$ cat config.mk
export PLATFORM = sky130hd
export DESIGN_NAME = decode_session_drain_tracker_top
export DESIGN_NICKNAME = d
export VERILOG_FILES = /design/src/dsdt_pkg.sv /design/src/dsdt_core.sv /design/src/decode_session_drain_tracker_top.sv
export SDC_FILE = /design/constraint.sdc
export NUM_CORES = 1
export LEC_CHECK = 0
export BUFFER_PORTS_ARGS = -buffer_cell sky130_fd_sc_hd__buf_4
export CAP_MARGIN = 40
export CORE_MARGIN = 1.5
export CORE_UTILIZATION = 30
export CTS_BUF_LIST = sky130_fd_sc_hd__clkbuf_4
export DETAILED_ROUTE_END_ITERATION = 7
export GPL_ROUTABILITY_DRIVEN = 0
export PLACE_DENSITY = 0.56
export SLEW_MARGIN = 30
export SYNTH_ARGS = -nofsm -noshare
export SYNTH_HDL_FRONTEND = slang
export SYNTH_SLANG_ARGS = --single-unit
$ cat constraint.sdc
create_clock -name aclk -period 12.9 [get_ports aclk]
set_input_delay 1.29 -clock aclk [delete_from_list [all_inputs] [get_ports aclk]]
set_output_delay 1.29 -clock aclk [all_outputs]
set_load 0.05 [all_outputs]
$ cat src/dsdt_pkg.sv
package dsdt_pkg;

    localparam int CMD_W   = 4;
    localparam int IDX_W   = 5;
    localparam int STAMP_W = 64;
    localparam int CNT_W   = 32;
    localparam int LIMIT_W = 8;
    localparam int RUN_W   = 8;
    localparam int STATE_W = 3;
    localparam int ACT_W   = 2;

    // stream widths, padded to whole bytes
    localparam int S_TDATA_W = 72;
    localparam int M_TDATA_W = 104;

    localparam logic [CMD_W-1:0] CMD_OUT_QUEUED   = 4'd0;
    localparam logic [CMD_W-1:0] CMD_OUT_DEQUEUED = 4'd1;
    localparam logic [CMD_W-1:0] CMD_CAP_DONE     = 4'd2;
    localparam logic [CMD_W-1:0] CMD_CAP_ERROR    = 4'd3;
    localparam logic [CMD_W-1:0] CMD_CAP_LAST     = 4'd4;
    localparam logic [CMD_W-1:0] CMD_DRAIN        = 4'd5;
    localparam logic [CMD_W-1:0] CMD_RESCHANGE    = 4'd6;
    localparam logic [CMD_W-1:0] CMD_RESTART      = 4'd7;
    localparam logic [CMD_W-1:0] CMD_TIMEOUT      = 4'd8;
    localparam logic [CMD_W-1:0] CMD_NEWSEQ       = 4'd9;

    localparam logic [ACT_W-1:0] ACT_NONE     = 2'd0;
    localparam logic [ACT_W-1:0] ACT_RECOVERY = 2'd1;
    localparam logic [ACT_W-1:0] ACT_FAILED   = 2'd2;

    localparam logic [STATE_W-1:0] STATE_RUNNING  = 3'd0;
    localparam logic [STATE_W-1:0] STATE_DRAINING = 3'd1;
    localparam logic [STATE_W-1:0] STATE_RECONF   = 3'd2;
    localparam logic [STATE_W-1:0] STATE_PENDING  = 3'd3;
    localparam logic [STATE_W-1:0] STATE_FAILED   = 3'd4;

    localparam logic [LIMIT_W-1:0] LIMIT_RESET = 8'd3;
    localparam logic [RUN_W-1:0]   RUN_MAX     = 8'hFF;
    localparam logic [CNT_W-1:0]   CNT_MAX     = 32'hFFFF_FFFF;

    typedef enum logic [4:0] {
        MODE_RUNNING  = 5'b00001,
        MODE_DRAINING = 5'b00010,
        MODE_RECONF   = 5'b00100,
        MODE_PENDING  = 5'b01000,
        MODE_FAILED   = 5'b10000
    } mode_t;

    typedef struct packed {
        logic [CMD_W-1:0]   cmd;
        logic [IDX_W-1:0]   buffer_index;
        logic [STAMP_W-1:0] capture_timestamp;
        logic               at_startup;
        logic               recover_ok;
    } event_t;

    typedef struct packed {
        logic               accepted;
        logic [ACT_W-1:0]   timeout_action;
        logic [STATE_W-1:0] session_state;
        logic [CNT_W-1:0]   completed_total;
        logic [CNT_W-1:0]   error_total;
        logic [CNT_W-1:0]   zero_stamp_errors;
    } result_t;

    function automatic logic [STATE_W-1:0] mode_code(mode_t m);
        logic [STATE_W-1:0] code;
        case (m)
            MODE_RUNNING:  code = STATE_RUNNING;
            MODE_DRAINING: code = STATE_DRAINING;
            MODE_RECONF:   code = STATE_RECONF;
            MODE_PENDING:  code = STATE_PENDING;
            MODE_FAILED:   code = STATE_FAILED;
            default:       code = STATE_RUNNING;
        endcase
        return code;
    endfunction

    function automatic logic [CNT_W-1:0] sat_inc(logic [CNT_W-1:0] v);
        return (v == CNT_MAX) ? v : v + 1'b1;
    endfunction

endpackage

$ cat src/dsdt_core.sv
module dsdt_core
    import dsdt_pkg::*;
#(
    parameter int NUM_BUFFERS = 32
) (
    input  logic               aclk,
    input  logic               aresetn,
    input  logic               cfg_we,
    input  logic [LIMIT_W-1:0] cfg_wdata,
    input  logic               ev_fire,
    input  event_t             ev,
    output result_t            res
);

    typedef logic [NUM_BUFFERS-1:0] map_t;

    mode_t              mode_reg, mode_next;
    map_t               queued_reg, queued_next;
    map_t               drain_map_reg, drain_map_next;
    logic               drain_on_reg, drain_on_next;
    logic               last_reg, last_next;
    logic               oss_reg, oss_next;
    logic               rec_used_reg, rec_used_next;
    logic [RUN_W-1:0]   run_reg, run_next;
    logic [CNT_W-1:0]   completed_reg, completed_next;
    logic [CNT_W-1:0]   error_reg, error_next;
    logic [CNT_W-1:0]   zero_reg, zero_next;
    logic [LIMIT_W-1:0] limit_reg;

    logic               ok;
    logic [ACT_W-1:0]   action;
    logic               idx_ok;
    map_t               bit_mask;
    logic               can_start;
    logic [RUN_W-1:0]   run_sat;

    always_comb begin
        mode_next      = mode_reg;
        queued_next    = queued_reg;
        drain_map_next = drain_map_reg;
        drain_on_next  = drain_on_reg;
        last_next      = last_reg;
        oss_next       = oss_reg;
        rec_used_next  = rec_used_reg;
        run_next       = run_reg;
        completed_next = completed_reg;
        error_next     = error_reg;
        zero_next      = zero_reg;
        ok             = 1'b0;
        action         = ACT_NONE;

        idx_ok    = int'(ev.buffer_index) < NUM_BUFFERS;
        bit_mask  = idx_ok ? (map_t'(1) << ev.buffer_index) : '0;
        can_start = (mode_reg != MODE_FAILED) && (mode_reg != MODE_PENDING) && !drain_on_reg;
        run_sat   = (run_reg == RUN_MAX) ? run_reg : run_reg + 1'b1;

        case (ev.cmd)
            CMD_OUT_QUEUED: begin
                if (idx_ok && mode_reg == MODE_RUNNING && (queued_reg & bit_mask) == '0) begin
                    queued_next = queued_reg | bit_mask;
                    oss_next    = 1'b1;
                    ok          = 1'b1;
                end
            end
            CMD_OUT_DEQUEUED: begin
                if (idx_ok && mode_reg != MODE_FAILED && (queued_reg & bit_mask) != '0) begin
                    queued_next    = queued_reg & ~bit_mask;
                    drain_map_next = drain_map_reg & ~bit_mask;
                    if (drain_on_reg && last_reg && drain_map_next == '0) begin
                        mode_next = MODE_PENDING;
                    end
                    ok = 1'b1;
                end
            end
            CMD_CAP_DONE: begin
                if (mode_reg != MODE_FAILED) begin
                    completed_next = sat_inc(completed_reg);
                    run_next       = '0;
                    ok             = 1'b1;
                end
            end
            CMD_CAP_ERROR: begin
                if (mode_reg != MODE_FAILED) begin
                    error_next = sat_inc(error_reg);
                    if (ev.capture_timestamp == '0) begin
                        zero_next = sat_inc(zero_reg);
                    end
                    ok = 1'b1;
                end
            end
            CMD_CAP_LAST: begin
                if (mode_reg != MODE_FAILED && drain_on_reg && !last_reg) begin
                    last_next = 1'b1;
                    if (drain_map_reg == '0) begin
                        mode_next = MODE_PENDING;
                    end
                    ok = 1'b1;
                end
            end
            CMD_DRAIN: begin
                if (mode_reg == MODE_DRAINING || mode_reg == MODE_RECONF) begin
                    ok = 1'b1;
                end else if (mode_reg == MODE_RUNNING && !oss_reg) begin
                    ok = 1'b0;
                end else if (can_start) begin
                    drain_on_next  = 1'b1;
                    last_next      = 1'b0;
                    drain_map_next = queued_reg;
                    mode_next      = MODE_DRAINING;
                    ok             = 1'b1;
                end
            end
            CMD_RESCHANGE: begin
                if (mode_reg == MODE_FAILED) begin
                    ok = 1'b0;
                end else if (mode_reg == MODE_PENDING) begin
                    ok = 1'b1;
                end else if (drain_on_reg || can_start) begin
                    if (!drain_on_reg) begin
                        drain_on_next  = 1'b1;
                        last_next      = 1'b0;
                        drain_map_next = queued_reg;
                    end
                    mode_next = MODE_RECONF;
                    if (drain_on_next && last_next && drain_map_next == '0) begin
                        mode_next = MODE_PENDING;
                    end
                    ok = 1'b1;
                end
            end
            CMD_RESTART: begin
                if (mode_reg == MODE_PENDING && last_reg && drain_map_reg == '0) begin
                    mode_next      = MODE_RUNNING;
                    drain_on_next  = 1'b0;
                    last_next      = 1'b0;
                    drain_map_next = '0;
                    oss_next       = 1'b0;
                    ok             = 1'b1;
                end
            end
            CMD_TIMEOUT: begin
                if (mode_reg == MODE_FAILED) begin
                    action = ACT_FAILED;
                end else begin
                    ok = 1'b1;
                    if (!ev.at_startup) begin
                        run_next = run_sat;
                    end
                    if (!ev.at_startup && run_sat >= limit_reg) begin
                        mode_next      = MODE_FAILED;
                        drain_on_next  = 1'b0;
                        drain_map_next = '0;
                        action         = ACT_FAILED;
                    end else if (ev.recover_ok && !rec_used_reg && !drain_on_reg) begin
                        rec_used_next = 1'b1;
                        // pending mode blocks the drain itself, but the request still counts
                        if (can_start) begin
                            drain_on_next  = 1'b1;
                            last_next      = 1'b0;
                            drain_map_next = queued_reg;
                            mode_next      = MODE_DRAINING;
                        end
                        action = ACT_RECOVERY;
                    end
                end
            end
            CMD_NEWSEQ: begin
                mode_next      = MODE_RUNNING;
                queued_next    = '0;
                drain_map_next = '0;
                drain_on_next  = 1'b0;
                last_next      = 1'b0;
                run_next       = '0;
                rec_used_next  = 1'b0;
                oss_next       = 1'b0;
                ok             = 1'b1;
            end
            default: begin
            end
        endcase

        res.accepted          = ok;
        res.timeout_action    = action;
        res.session_state     = mode_code(mode_next);
        res.completed_total   = completed_next;
        res.error_total       = error_next;
        res.zero_stamp_errors = zero_next;
    end

    always_ff @(posedge aclk) begin
        if (!aresetn) begin
            mode_reg      <= MODE_RUNNING;
            queued_reg    <= '0;
            drain_map_reg <= '0;
            drain_on_reg  <= 1'b0;
            last_reg      <= 1'b0;
            oss_reg       <= 1'b0;
            rec_used_reg  <= 1'b0;
            run_reg       <= '0;
            completed_reg <= '0;
            error_reg     <= '0;
            zero_reg      <= '0;
        end else if (ev_fire) begin
            mode_reg      <= mode_next;
            queued_reg    <= queued_next;
            drain_map_reg <= drain_map_next;
            drain_on_reg  <= drain_on_next;
            last_reg      <= last_next;
            oss_reg       <= oss_next;
            rec_used_reg  <= rec_used_next;
            run_reg       <= run_next;
            completed_reg <= completed_next;
            error_reg     <= error_next;
            zero_reg      <= zero_next;
        end
    end

    always_ff @(posedge aclk) begin
        if (!aresetn) begin
            limit_reg <= LIMIT_RESET;
        end else if (cfg_we) begin
            limit_reg <= cfg_wdata;
        end
    end

endmodule

$ cat src/decode_session_drain_tracker_top.sv
// Channel  | Dir | Handshake         | Payload
// ---------+-----+-------------------+---------------------------------------------
// s_       | in  | s_tvalid/s_tready | s_tuser cmd, s_tdata event fields
// m_       | out | m_tvalid/m_tready | m_tdata result fields
// cfg_     | in  | cfg_we            | cfg_wdata timeout_limit
//
// One event per cycle sustained while m_tready is high; an event passes the input
// register, then the state update and result register, before m_tvalid rises.
// Session state is updated when the registered event moves into the result register.
// A stall on m_tready holds both stages; s_tready drops once both are full.
// aresetn is synchronous: it empties both stages and restores all session state.
module decode_session_drain_tracker_top
    import dsdt_pkg::*;
#(
    parameter int NUM_BUFFERS = 32
) (
    input  logic                 aclk,
    input  logic                 aresetn,

    input  logic                 s_tvalid,
    output logic                 s_tready,
    // [4:0] buffer_index, [68:5] capture_timestamp, [69] at_startup,
    // [70] recover_ok, [71] zero
    input  logic [S_TDATA_W-1:0] s_tdata,
    // [3:0] cmd
    input  logic [CMD_W-1:0]     s_tuser,

    output logic                 m_tvalid,
    input  logic                 m_tready,
    // [0] accepted, [2:1] timeout_action, [5:3] session_state,
    // [37:6] completed_total, [69:38] error_total, [101:70] zero_stamp_errors,
    // [103:102] zero
    output logic [M_TDATA_W-1:0] m_tdata,

    input  logic                 cfg_we,
    input  logic [LIMIT_W-1:0]   cfg_wdata
);

    logic    in_valid_reg, in_valid_next;
    event_t  in_event_reg;
    logic    out_valid_reg, out_valid_next;
    result_t out_result_reg;
    result_t core_res;
    event_t  s_event;
    logic    advance;
    logic    fire;
    logic    take;

    assign s_event.cmd               = s_tuser;
    assign s_event.buffer_index      = s_tdata[4:0];
    assign s_event.capture_timestamp = s_tdata[68:5];
    assign s_event.at_startup        = s_tdata[69];
    assign s_event.recover_ok        = s_tdata[70];

    assign advance  = !out_valid_reg || m_tready;
    assign fire     = in_valid_reg && advance;
    assign s_tready = !in_valid_reg || advance;
    assign take     = s_tvalid && s_tready;

    always_comb begin
        in_valid_next = in_valid_reg;
        if (take) begin
            in_valid_next = 1'b1;
        end else if (fire) begin
            in_valid_next = 1'b0;
        end
        out_valid_next = out_valid_reg;
        if (fire) begin
            out_valid_next = 1'b1;
        end else if (m_tready) begin
            out_valid_next = 1'b0;
        end
    end

    always_ff @(posedge aclk) begin
        if (!aresetn) begin
            in_valid_reg  <= 1'b0;
            out_valid_reg <= 1'b0;
        end else begin
            in_valid_reg  <= in_valid_next;
            out_valid_reg <= out_valid_next;
        end
    end

    always_ff @(posedge aclk) begin
        if (take) begin
            in_event_reg <= s_event;
        end
        if (fire) begin
            out_result_reg <= core_res;
        end
    end

    dsdt_core #(
        .NUM_BUFFERS(NUM_BUFFERS)
    ) u_core (
        .aclk     (aclk),
        .aresetn  (aresetn),
        .cfg_we   (cfg_we),
        .cfg_wdata(cfg_wdata),
        .ev_fire  (fire),
        .ev       (in_event_reg),
        .res      (core_res)
    );

    assign m_tvalid = out_valid_reg;
    assign m_tdata  = {2'b00,
                       out_result_reg.zero_stamp_errors,
                       out_result_reg.error_total,
                       out_result_reg.completed_total,
                       out_result_reg.session_state,
                       out_result_reg.timeout_action,
                       out_result_reg.accepted};

endmodule

==> run summary, run 1 <==
Post-Syn Area per Cell: 9.98 µm²
DIE HEIGHT: 250 µm
endpoint class of the critical path: flop
startpoint types: flop
Pleak: 8.07 nW
critical-path maximum fanout: 11
Final setup viols: 0
Residual DRC: 0
pre-CTS WS: 8.01 ns
crit path launch: u_core.run_reg[0]$_SDFFE_PN0P_
Final TNS setup: 0 ns
dpl hpwl: 33.2 mm
EDFF count, synth: 177
critical hold path startpoint: u_core.queued_reg[17]$_SDFFE_PN0P_
Crit path required time: 13.66 ns
Synth Cell Area: 18,300 µm²
Tightest Pin Transition: 0.895 ns
Reg2Reg Depth: 14
Synthesis Warnings: 0
sequential-to-total area share from yosys stat: 0.496
Crit path top cell by count: ha_1
cts hold-fix bufs: 0
vias in the first global route: 14,400
final hold slack: 0.478 ns
clock network fraction of design power: 0.413
IO Count: 195
internal power: 1.89 mW
clock period minus worst slack: 4.88 ns
vias: 14,700
Max Root-Sink Buffers: 3
Primary FF master, synth: dfxtp_1
commonest cells in the netlist: dfxtp_1 (187), nor2_1 (180), edfxtp_1 (177)
CTS tree: built
Buf/Inv on CP: 1
clock net sink count: 364
worst setup path category: flop to flop
fin nets: 2,136
crit-path cells: ha_1 -> and2_0 -> nand3_1 -> xnor2_1 -> ha_1 -> nand2b_1 -> a2111oi_0 -> nor4_1 -> nor3_2 -> nor2_2 -> buf_6 -> o22ai_1 -> and3_1 -> a32o_1
fmax: 0.205 GHz
power per cell area: 119 nW/µm²
outcome: finished clean
clk slew on worst S/H paths: 0.07 ns
Cells on Worst Hold Path: 1
CP max stage cell: nor3_2
Area growth syn-to-layout: 19.1%
max FFs per register: 102
slowest stage delay, CP: 0.58 ns
sw frac: 0.273
FFs w/ async S/R, synth: 0
initial antenna violation count: 2
PortBufs: 191
register bit total from synthesis: 364
cts bufs inserted: 102
Hold Path Class: flop to flop
die extent in x: 250 µm
global-route wire length before repair: 78.3 mm
largest net degree at the start of global routing: 73
initial DRC count: 902
global route overflow: 0
fin worst setup slack: 8.02 ns
part of the power in combinational logic: 0.098
R2R setup slack: 8.02 ns
row cnt: 90
R2R Path Start: u_core.run_reg[0]$_SDFFE_PN0P_
Filler cells: 6,009
Post-CTS Setup Inserts: 0
ANT nets after route: 0
Post-Route Utilization: 0.361
max cap viols: 0
P_sw: 709 µW
Clock Latency Late Sink: 0.87 ns
H-tree depth: 3
final hold vios: 0
drt wl/cell: 17.0 µm
layout cells sized above 1: 0.203
sequential group share of total power: 0.490
Starting Density: 0.303
CP top delay family: simple AND/OR/NAND/NOR gates
cells after synthesis: 1,830
GRT Overall Usage: 0.155
Crit Reg-Reg Endpoint: u_core.drain_map_reg[6]$_SDFFE_PN0P_
Hold Path End: u_core.drain_map_reg[17]$_SDFFE_PN0P_
Resized cells post-CTS: 0
clock root buffer: clkbuf_4
drt first pass iters: 5
Synth top area share: 0.291
peak supply drop: 0.0574 mV
critical path data arrival time: 5.65 ns
most frequent cell after synthesis: dfxtp_1
fin. max-slew vios: 0
Vias/cell: 5.07
Tcrit/Tclk final: 0.379
Distinct cells, synth: 92
ranking of synthesized cells by area: edfxtp_1 (29%), dfxtp_1 (21%), xor2_1 (4.4%)
detailed-route wire length: 49.4 mm
Core ar.: 60,200 µm²
RSZ-0062 raised after global routing: no
die area: 62,400 µm²
slew margin rel.: 0.403
Clock Skews: 0.0759 ns
Yosys top cell by area: edfxtp_1
through the flow:
step / area, µm² / cells / power, mW
3_5_place_dp: 20400 / 2710 / 1.55
5_1_grt: 21700 / 2900 / 2.73
2_1_floorplan: 18300 / 1831 / 1.46
6_report: 21700 / 2900 / 2.60
3_3_place_gp: 20300 / 2703 / 1.54
4_1_cts: 21700 / 2896 / 2.65
routing by layer:
metal / vias up / part of all wire / GRT usage
li1: 7100 / - / -
met1: 7025 / 0.44 / 0.199
met2: 497 / 0.47 / 0.252
met3: 90 / 0.072 / 0.0411
met4: 0 / 0.020 / 0.0537
met5: - / 0 / 0
worst max-delay path by stage:
stage / end / slack [ns] / cells after the start
finish: u_core.drain_map_reg[6]$_SDFFE_PN0P_ / 8.02 / 14
global route: u_core.drain_map_reg[6]$_SDFFE_PN0P_ / 7.72 / 14
CTS: u_core.drain_map_reg[4]$_SDFFE_PN0P_ / 7.99 / 12
detailed placement: u_core.drain_map_reg[4]$_SDFFE_PN0P_ / 8.01 / 12
global placement: u_core.drain_map_reg[17]$_SDFFE_PN0P_ / 7.91 / 12
floorplan: u_core.mode_reg[1]$_SDFFE_PN0P_ / 7.32 / 8
layout make-up:
| class | count | area (µm²) | share of cell area |
|---|---|---|---|
| Sequential cell | 364 | 9060 | 0.417 |
| Antenna cell | 1 | 2.50 | 0.000115 |
| Clock inverter | 42 | 230 | 0.0106 |
| Multi-Input combinational cell | 1327 | 8610 | 0.396 |
| Timing Repair Buffer | 214 | 1690 | 0.0776 |
| Clock buffer | 144 | 1080 | 0.0497 |
| Inverter | 26 | 103 | 0.00472 |
| Tap cell | 782 | 978 | 0.0450 |
power groups by stage:
stage          sequential (mW)  clock [mW]  combinational, mW
6_report                  1.27        1.07              0.254
5_1_grt                   1.28        1.18              0.272
4_1_cts                   1.27        1.12              0.254
3_5_place_dp              1.30           0              0.253
3_3_place_gp              1.30           0              0.245
2_1_floorplan             1.35           0              0.115
kinds of logic after synthesis:
group | share of synthesized area
and+or+nand+nor | 0.223
DFF | 0.496
AOI/OAI and AO/OA | 0.124
xor gates and xnor gates | 0.0854
buffers and inverters | 0.0346
muxes | 0.0286
adders and majority gates | 0.00822
other | 0.000205
cells in the final DEF (no fill, tap or decap), drive strengths merged, types with 14 or more instances in the layout:
| cell type | netlist | routed |
|---|---|---|
| nand2b | 14 | 14 |
| nand2 | 123 | 123 |
| nor2b | 44 | 44 |
| o211ai | 36 | 36 |
| nand4 | 50 | 50 |
| buf | 34 | 212 |
| and2 | 89 | 89 |
| edfxtp | 177 | 177 |
| nor3 | 43 | 43 |
| clkbuf | 80 | 146 |
| inv | 25 | 31 |
| or2 | 17 | 17 |
| xnor2 | 86 | 86 |
| xor2 | 92 | 92 |
| clkinv | 1 | 35 |
| o221ai | 18 | 18 |
| mux2i | 42 | 42 |
| nand3 | 55 | 55 |
| o31ai | 24 | 24 |
| and4 | 14 | 14 |
| or3 | 21 | 21 |
| a21boi | 32 | 32 |
| nor4 | 49 | 49 |
| dfxtp | 187 | 187 |
| and3 | 26 | 26 |
| a21oi | 40 | 40 |
| nor2 | 181 | 181 |
| o21ai | 93 | 93 |
Power figures use the tool's default switching activity.
==> run 2: changes to the inputs <==
--- a/config.mk
+++ b/config.mk
@@ -12,7 +12,7 @@
 export CTS_BUF_LIST = sky130_fd_sc_hd__clkbuf_4
 export DETAILED_ROUTE_END_ITERATION = 7
 export GPL_ROUTABILITY_DRIVEN = 0
-export PLACE_DENSITY = 0.56
+export PLACE_DENSITY = 0.58
 export SLEW_MARGIN = 30
 export SYNTH_ARGS = -nofsm -noshare
 export SYNTH_HDL_FRONTEND = slang
==> constraint.sdc (replaced) <==
create_clock -name aclk -period 4.45 [get_ports aclk]
set_input_delay 0.445 -clock aclk [delete_from_list [all_inputs] [get_ports aclk]]
set_output_delay 0.445 -clock aclk [all_outputs]
set_load 0.05 [all_outputs]
==> run summary, run 2 (synthesis results as in run 1) <==
outcome: finished clean (unchanged)
CTS tree: built (unchanged)
Tightest Pin Transition: 0.834 ns (was 0.895 ns)
Starting Density: 0.303 (unchanged)
most frequent cells in the layout: buf_4 (222), dfxtp_1 (186), nor2_1 (180) (was buf_4 (204), dfxtp_1 (186), nor2_1 (179))
worst setup path category: flop to flop (unchanged)
die area: 62,400 µm² (unchanged)
peak supply drop: 0.169 mV (was 0.0574 mV)
Core ar.: 60,200 µm² (unchanged)
ANT nets after route: 0 (unchanged)
Final TNS setup: 0 ns (unchanged)
internal power: 5.59 mW (was 1.89 mW)
final hold slack: 0.317 ns (was 0.478 ns)
critical-path maximum fanout: 8 (was 11)
clock network fraction of design power: 0.411 (was 0.413)
largest net degree at the start of global routing: 150 (was 73)
PortBufs: 191 (unchanged)
Hold Path Class: primary input to flop (was flop to flop)
layout cells sized above 1: 0.203 (about the same)
slew margin rel.: 0.444 (was 0.403)
slowest stage delay, CP: 0.52 ns (was 0.58 ns)
power per cell area: 335 nW/µm² (was 119 nW/µm²)
Clock Skews: 0.0878 ns (was 0.0759 ns)
detailed-route wire length: 50.2 mm (was 49.4 mm)
Crit path required time: 5.02 ns (was 13.66 ns)
max cap viols: 0 (unchanged)
P_sw: 2.05 mW (was 709 µW)
critical path data arrival time: 4.72 ns (was 5.65 ns)
startpoint types: flop (unchanged)
H-tree depth: 3 (unchanged)
endpoint class of the critical path: flop (unchanged)
fmax: 0.241 GHz (was 0.205 GHz)
Pleak: 8.54 nW (was 8.07 nW)
Crit path top cell by count: ha_1 (unchanged)
vias in the first global route: 15,100 (was 14,400)
clock net sink count: 364 (unchanged)
Filler cells: 5,951 (was 6,009)
Final setup viols: 0 (unchanged)
commonest non-fill, non-tap cell in the layout: buf_4 (unchanged)
Max Root-Sink Buffers: 3 (unchanged)
IO Count: 195 (unchanged)
fin nets: 2,247 (was 2,136)
Vias/cell: 5.03 (was 5.07)
Clock Latency Late Sink: 0.87 ns (about the same)
RSZ-0062 raised after global routing: no (unchanged)
CP max stage cell: nor3_2 (unchanged)
cts bufs inserted: 104 (was 102)
Post-CTS Setup Inserts: 0 (unchanged)
initial DRC count: 860 (was 902)
dpl hpwl: 33.3 mm (was 33.2 mm)
die extent in x: 250 µm (unchanged)
clock period minus worst slack: 4.15 ns (was 4.88 ns)
sequential group share of total power: 0.484 (was 0.490)
max FFs per register: 102 (unchanged)
initial antenna violation count: 1 (was 2)
Tcrit/Tclk final: 0.932 (was 0.379)
Residual DRC: 0 (unchanged)
clk slew on worst S/H paths: 0.06 ns (was 0.07 ns)
Area growth syn-to-layout: 24.9% (was 19.1%)
sw frac: 0.269 (was 0.273)
vias: 15,200 (was 14,700)
part of the power in combinational logic: 0.105 (was 0.098)
global-route wire length before repair: 79.6 mm (was 78.3 mm)
DIE HEIGHT: 250 µm (unchanged)
global route overflow: 0 (unchanged)
drt wl/cell: 16.6 µm (was 17.0 µm)
row cnt: 90 (unchanged)
drt first pass iters: 7 (was 5)
fin. max-slew vios: 0 (unchanged)
final hold vios: 0 (unchanged)
crit-path cells: ha_1 -> and2_0 -> nand3_1 -> xnor2_1 -> ha_1 -> nand2b_1 -> a2111oi_0 -> nor4_1 -> nor3_2 -> a211o_1 -> o32ai_1 -> nor2_1 -> xor2_1 -> and4_1 (was ha_1 -> and2_0 -> nand3_1 -> xnor2_1 -> ha_1 -> nand2b_1 -> a2111oi_0 -> nor4_1 -> nor3_2 -> nor2_2 -> buf_6 -> o22ai_1 -> and3_1 -> a32o_1)
GRT Overall Usage: 0.158 (was 0.155)
clock root buffer: clkbuf_4 (unchanged)
## run 2: cell types whose count changed in the layout (fill, tap and decap cells not counted), moves of 2 or more
| cell | delta |
|---|---|
| inv_2 | -2 |
| diode_2 | +2 |
| clkinv_2 | +3 |
| clkinv_1 | -6 |
| inv_6 | -2 |
| dlygate4sd3_1 | +96 |
| buf_4 | +18 |
| buf_6 | -2 |
| clkbuf_4 | +12 |
| buf_8 | -2 |
## run 2: cell type report
cell class	count	area, µm²	share of cell area
inverter	26	103	0.00450
timing repair buffer	323	2700	0.118
sequential	364	9060	0.397
multi-input combinational	1327	8600	0.377
tap	782	978	0.0429
antenna	3	7.51	0.000329
clock inverter	35	175	0.00768
clock buffer	157	1180	0.0517
## run 2: stage by stage
step                      cells  setup slack [ns]  utilization  area, µm²  total power [mW]
after floorplan            1831             0.846            -      18300              4.23
after global placement     2722             0.358        0.339      20400              4.48
after detailed placement   2724             0.270        0.340      20500              4.50
after CTS                  3012             0.218        0.378      22800              7.78
after global routing       3017           0.00484        0.378      22800              8.01
final                      3017             0.301        0.378      22800              7.64
## run 2: path summary, 6_finish.rpt
kind,startpoint,endpoint,slack (ns),depth (start not counted)
worst max-delay path,u_core.run_reg[0]$_SDFFE_PN0P_,m_tdata[4]$_DFFE_PP_,0.30,14
worst min-delay path,s_tdata[54],in_event_reg[51]$_DFFE_PP_,0.32,2
worst max register to register,u_core.run_reg[0]$_SDFFE_PN0P_,m_tdata[4]$_DFFE_PP_,0.30,14
worst min register to register,u_core.queued_reg[3]$_SDFFE_PN0P_,u_core.drain_map_reg[3]$_SDFFE_PN0P_,0.44,1
## run 2: timing repair
action,in CTS,in global routing
endpoints found under the hold margin,95,0
endpoints found under the setup margin,0,12
gates resized for setup,0,1
hold buffers,96,0
## run 2: critical path, delay by kind of cell, from the launching register on
| kind | cells | cell delay, ns |
|---|---|---|
| XOR/XNOR | 2 | 0.33 |
| flip-flops | 1 | 0.40 |
| adder cells (fa/ha/maj) | 2 | 0.48 |
| AO/OA/AOI/OAI | 3 | 0.77 |
| AND/OR/NAND/NOR | 7 | 1.91 |
## run 2: power by group through the flow
| stage | clock network (mW) | logic (mW) | registers, mW |
|---|---|---|---|
| 2_1_floorplan | 0 | 0.334 | 3.90 |
| 3_3_place_gp | 0 | 0.709 | 3.77 |
| 3_5_place_dp | 0 | 0.725 | 3.77 |
| 4_1_cts | 3.29 | 0.797 | 3.70 |
| 5_1_grt | 3.45 | 0.853 | 3.71 |
| 6_report | 3.14 | 0.800 | 3.70 |
## run 2: metal layers
layer  global-route usage  vias to the layer above  share of wire
li1                     -                     7355              -
met5                    0                        -              0
met3               0.0440                      121          0.068
met1                0.195                     7219           0.43
met2                0.259                      478           0.48
met4               0.0643                        0          0.028
==> run 3: changes to the inputs <==
--- a/config.mk
+++ b/config.mk
@@ -7,12 +7,13 @@
 export LEC_CHECK = 0
 export BUFFER_PORTS_ARGS = -buffer_cell sky130_fd_sc_hd__buf_4
 export CAP_MARGIN = 40
-export CORE_MARGIN = 1.5
+export CORE_MARGIN = 2
 export CORE_UTILIZATION = 30
 export CTS_BUF_LIST = sky130_fd_sc_hd__clkbuf_4
 export DETAILED_ROUTE_END_ITERATION = 7
 export GPL_ROUTABILITY_DRIVEN = 0
 export PLACE_DENSITY = 0.58
+export RECOVER_POWER = 25
 export SLEW_MARGIN = 30
 export SYNTH_ARGS = -nofsm -noshare
 export SYNTH_HDL_FRONTEND = slang
==> run summary, run 3 (synthesis results as in run 1) <==
CP max stage cell: a2111oi_1 (was nor3_2)
Tcrit/Tclk final: 0.886 (was 0.932)
dpl hpwl: 33.5 mm (was 33.3 mm)
Buf/Inv on CP: 0 (unchanged)
clk slew on worst S/H paths: 0.06 ns (about the same)
IO Count: 195 (unchanged)
final hold vios: 0 (unchanged)
pre-CTS WS: 0.366 ns (was 0.270 ns)
Vias/cell: 5.07 (was 5.03)
crit-path cells: ha_1 -> and2_0 -> nand3_2 -> xnor2_1 -> ha_1 -> nand2b_1 -> a2111oi_1 -> nor4_2 -> nor3_2 -> a211o_1 -> o32ai_1 -> nor2_1 -> xor2_1 -> and4_1 (was ha_1 -> and2_0 -> nand3_1 -> xnor2_1 -> ha_1 -> nand2b_1 -> a2111oi_0 -> nor4_1 -> nor3_2 -> a211o_1 -> o32ai_1 -> nor2_1 -> xor2_1 -> and4_1)
row cnt: 90 (unchanged)
outcome: complete, but fails checks (was finished clean)
fin nets: 2,251 (was 2,247)
ANT nets after route: 0 (unchanged)
Final setup viols: 0 (unchanged)
critical-path maximum fanout: 8 (unchanged)
Crit path required time: 5.07 ns (was 5.02 ns)
Post-Route Utilization: 0.378 (about the same)
CTS tree: built (unchanged)
critical path data arrival time: 4.56 ns (was 4.72 ns)
max cap viols: 3 (was 0)
cts bufs inserted: 105 (was 104)
power per cell area: 340 nW/µm² (was 335 nW/µm²)
commonest non-fill, non-tap cell in the layout: clkbuf_4 (was buf_4)
Clock Skews: 0.0855 ns (was 0.0878 ns)
Hold Path Class: primary input to flop (unchanged)
initial antenna violation count: 2 (was 1)
global route overflow: 0 (unchanged)
drt wl/cell: 16.8 µm (was 16.6 µm)
most frequent cells in the layout: clkbuf_4 (223), dfxtp_1 (187), nor2_1 (180) (was buf_4 (222), dfxtp_1 (186), nor2_1 (180))
vias: 15,300 (was 15,200)
peak supply drop: 0.214 mV (was 0.169 mV)
PortBufs: 191 (unchanged)
initial DRC count: 868 (was 860)
Area growth syn-to-layout: 24.6% (was 24.9%)
DIE HEIGHT: 251 µm (was 250 µm)
CP top delay family: simple AND/OR/NAND/NOR gates (unchanged)
slew margin rel.: -0.782 (was 0.444)
final instance area: 22,800 µm² (about the same)
fmax: 0.254 GHz (was 0.241 GHz)
detailed-route wire length: 50.8 mm (was 50.2 mm)
dpl cell area: 20,500 µm² (about the same)
clock net sink count: 364 (unchanged)
Filler cells: 5,909 (was 5,951)
Tightest Pin Transition: 2.67 ns (was 0.834 ns)
drt first pass iters: 7 (unchanged)
endpoint class of the critical path: flop (unchanged)
Pleak: 8.46 nW (was 8.54 nW)
worst setup path category: flop to flop (unchanged)
Residual DRC: 0 (unchanged)
die area: 62,900 µm² (was 62,400 µm²)
fin. max-slew vios: 240 (was 0)
H-tree depth: 3 (unchanged)
Core ar.: 60,200 µm² (unchanged)
clock root buffer: clkbuf_4 (unchanged)
largest net degree at the start of global routing: 149 (was 150)
failing checks: max-capacitance violations, max-slew violations
fin worst setup slack: 0.509 ns (was 0.301 ns)
Starting Density: 0.303 (unchanged)
Crit path top cell by count: ha_1 (unchanged)
RSZ-0062 raised after global routing: no (unchanged)
GRT Overall Usage: 0.159 (was 0.158)
die extent in x: 251 µm (was 250 µm)
clock period minus worst slack: 3.94 ns (was 4.15 ns)
max FFs per register: 102 (unchanged)
slowest stage delay, CP: 0.48 ns (was 0.52 ns)
Max Root-Sink Buffers: 3 (unchanged)
vias in the first global route: 15,100 (about the same)
global-route wire length before repair: 80.0 mm (was 79.6 mm)
total power: 7.73 mW (was 7.64 mW)
Clock Latency Late Sink: 0.92 ns (was 0.87 ns)
layout cells sized above 1: 0.195 (was 0.203)
startpoint types: flop (unchanged)
Final TNS setup: 0 ns (unchanged)
Post-CTS Setup Inserts: 0 (unchanged)
==> run 3: routing by layer <==
layer	track usage	share of wire	wire [µm]	vias to the layer above
met5	0	0	0	-
met4	0.0583	0.026	1300	0
met3	0.0424	0.068	3450	121
met2	0.263	0.48	24200	502
met1	0.197	0.43	21900	7335
li1	-	-	-	7379
==> run 3: power by group <==
group | leakage (nW) | internal, mW | switching, mW
Combinational | 4.48 | 0.287 | 0.505
Clock | 0.823 | 1.75 | 1.49
Sequential | 3.15 | 3.62 | 0.0736
==> run 3: path summary, 6_finish.rpt <==
path | from | to | slack, ns | cells past startpoint
worst max-delay path | u_core.run_reg[0]$_SDFFE_PN0P_ | m_tdata[4]$_DFFE_PP_ | 0.51 | 14
worst min register to register | u_core.queued_reg[16]$_SDFFE_PN0P_ | u_core.drain_map_reg[16]$_SDFFE_PN0P_ | 0.49 | 1
worst max register to register | u_core.run_reg[0]$_SDFFE_PN0P_ | m_tdata[4]$_DFFE_PP_ | 0.51 | 14
worst min-delay path | s_tdata[70] | in_event_reg[0]$_DFFE_PP_ | 0.28 | 2
==> run 3: through the flow <==
stage | hold WS (ns) | std cells
global placement | 0.471 | 2727
global route | 0.195 | 3023
floorplan | 0.446 | 1831
detailed placement | 0.487 | 2728
CTS | 0.193 | 3016
finish | 0.277 | 3024
==> run 3: layout make-up <==
| class | count | area, µm² | area share |
|---|---|---|---|
| sequential | 364 | 9060 | 0.398 |
| multi-input combinational | 1327 | 8600 | 0.378 |
| antenna | 7 | 17.5 | 0.000770 |
| inverter | 26 | 98.8 | 0.00434 |
| tap | 782 | 978 | 0.0430 |
| clock buffer | 153 | 1150 | 0.0505 |
| clock inverter | 39 | 238 | 0.0104 |
| timing repair buffer | 326 | 2610 | 0.115 |
==> run 3: repair_timing <==
action,4_1_cts,5_1_grt
endpoints found under the setup margin,0,15
hold buffers,96,0
endpoints found under the hold margin,93,0
resized for setup,0,3
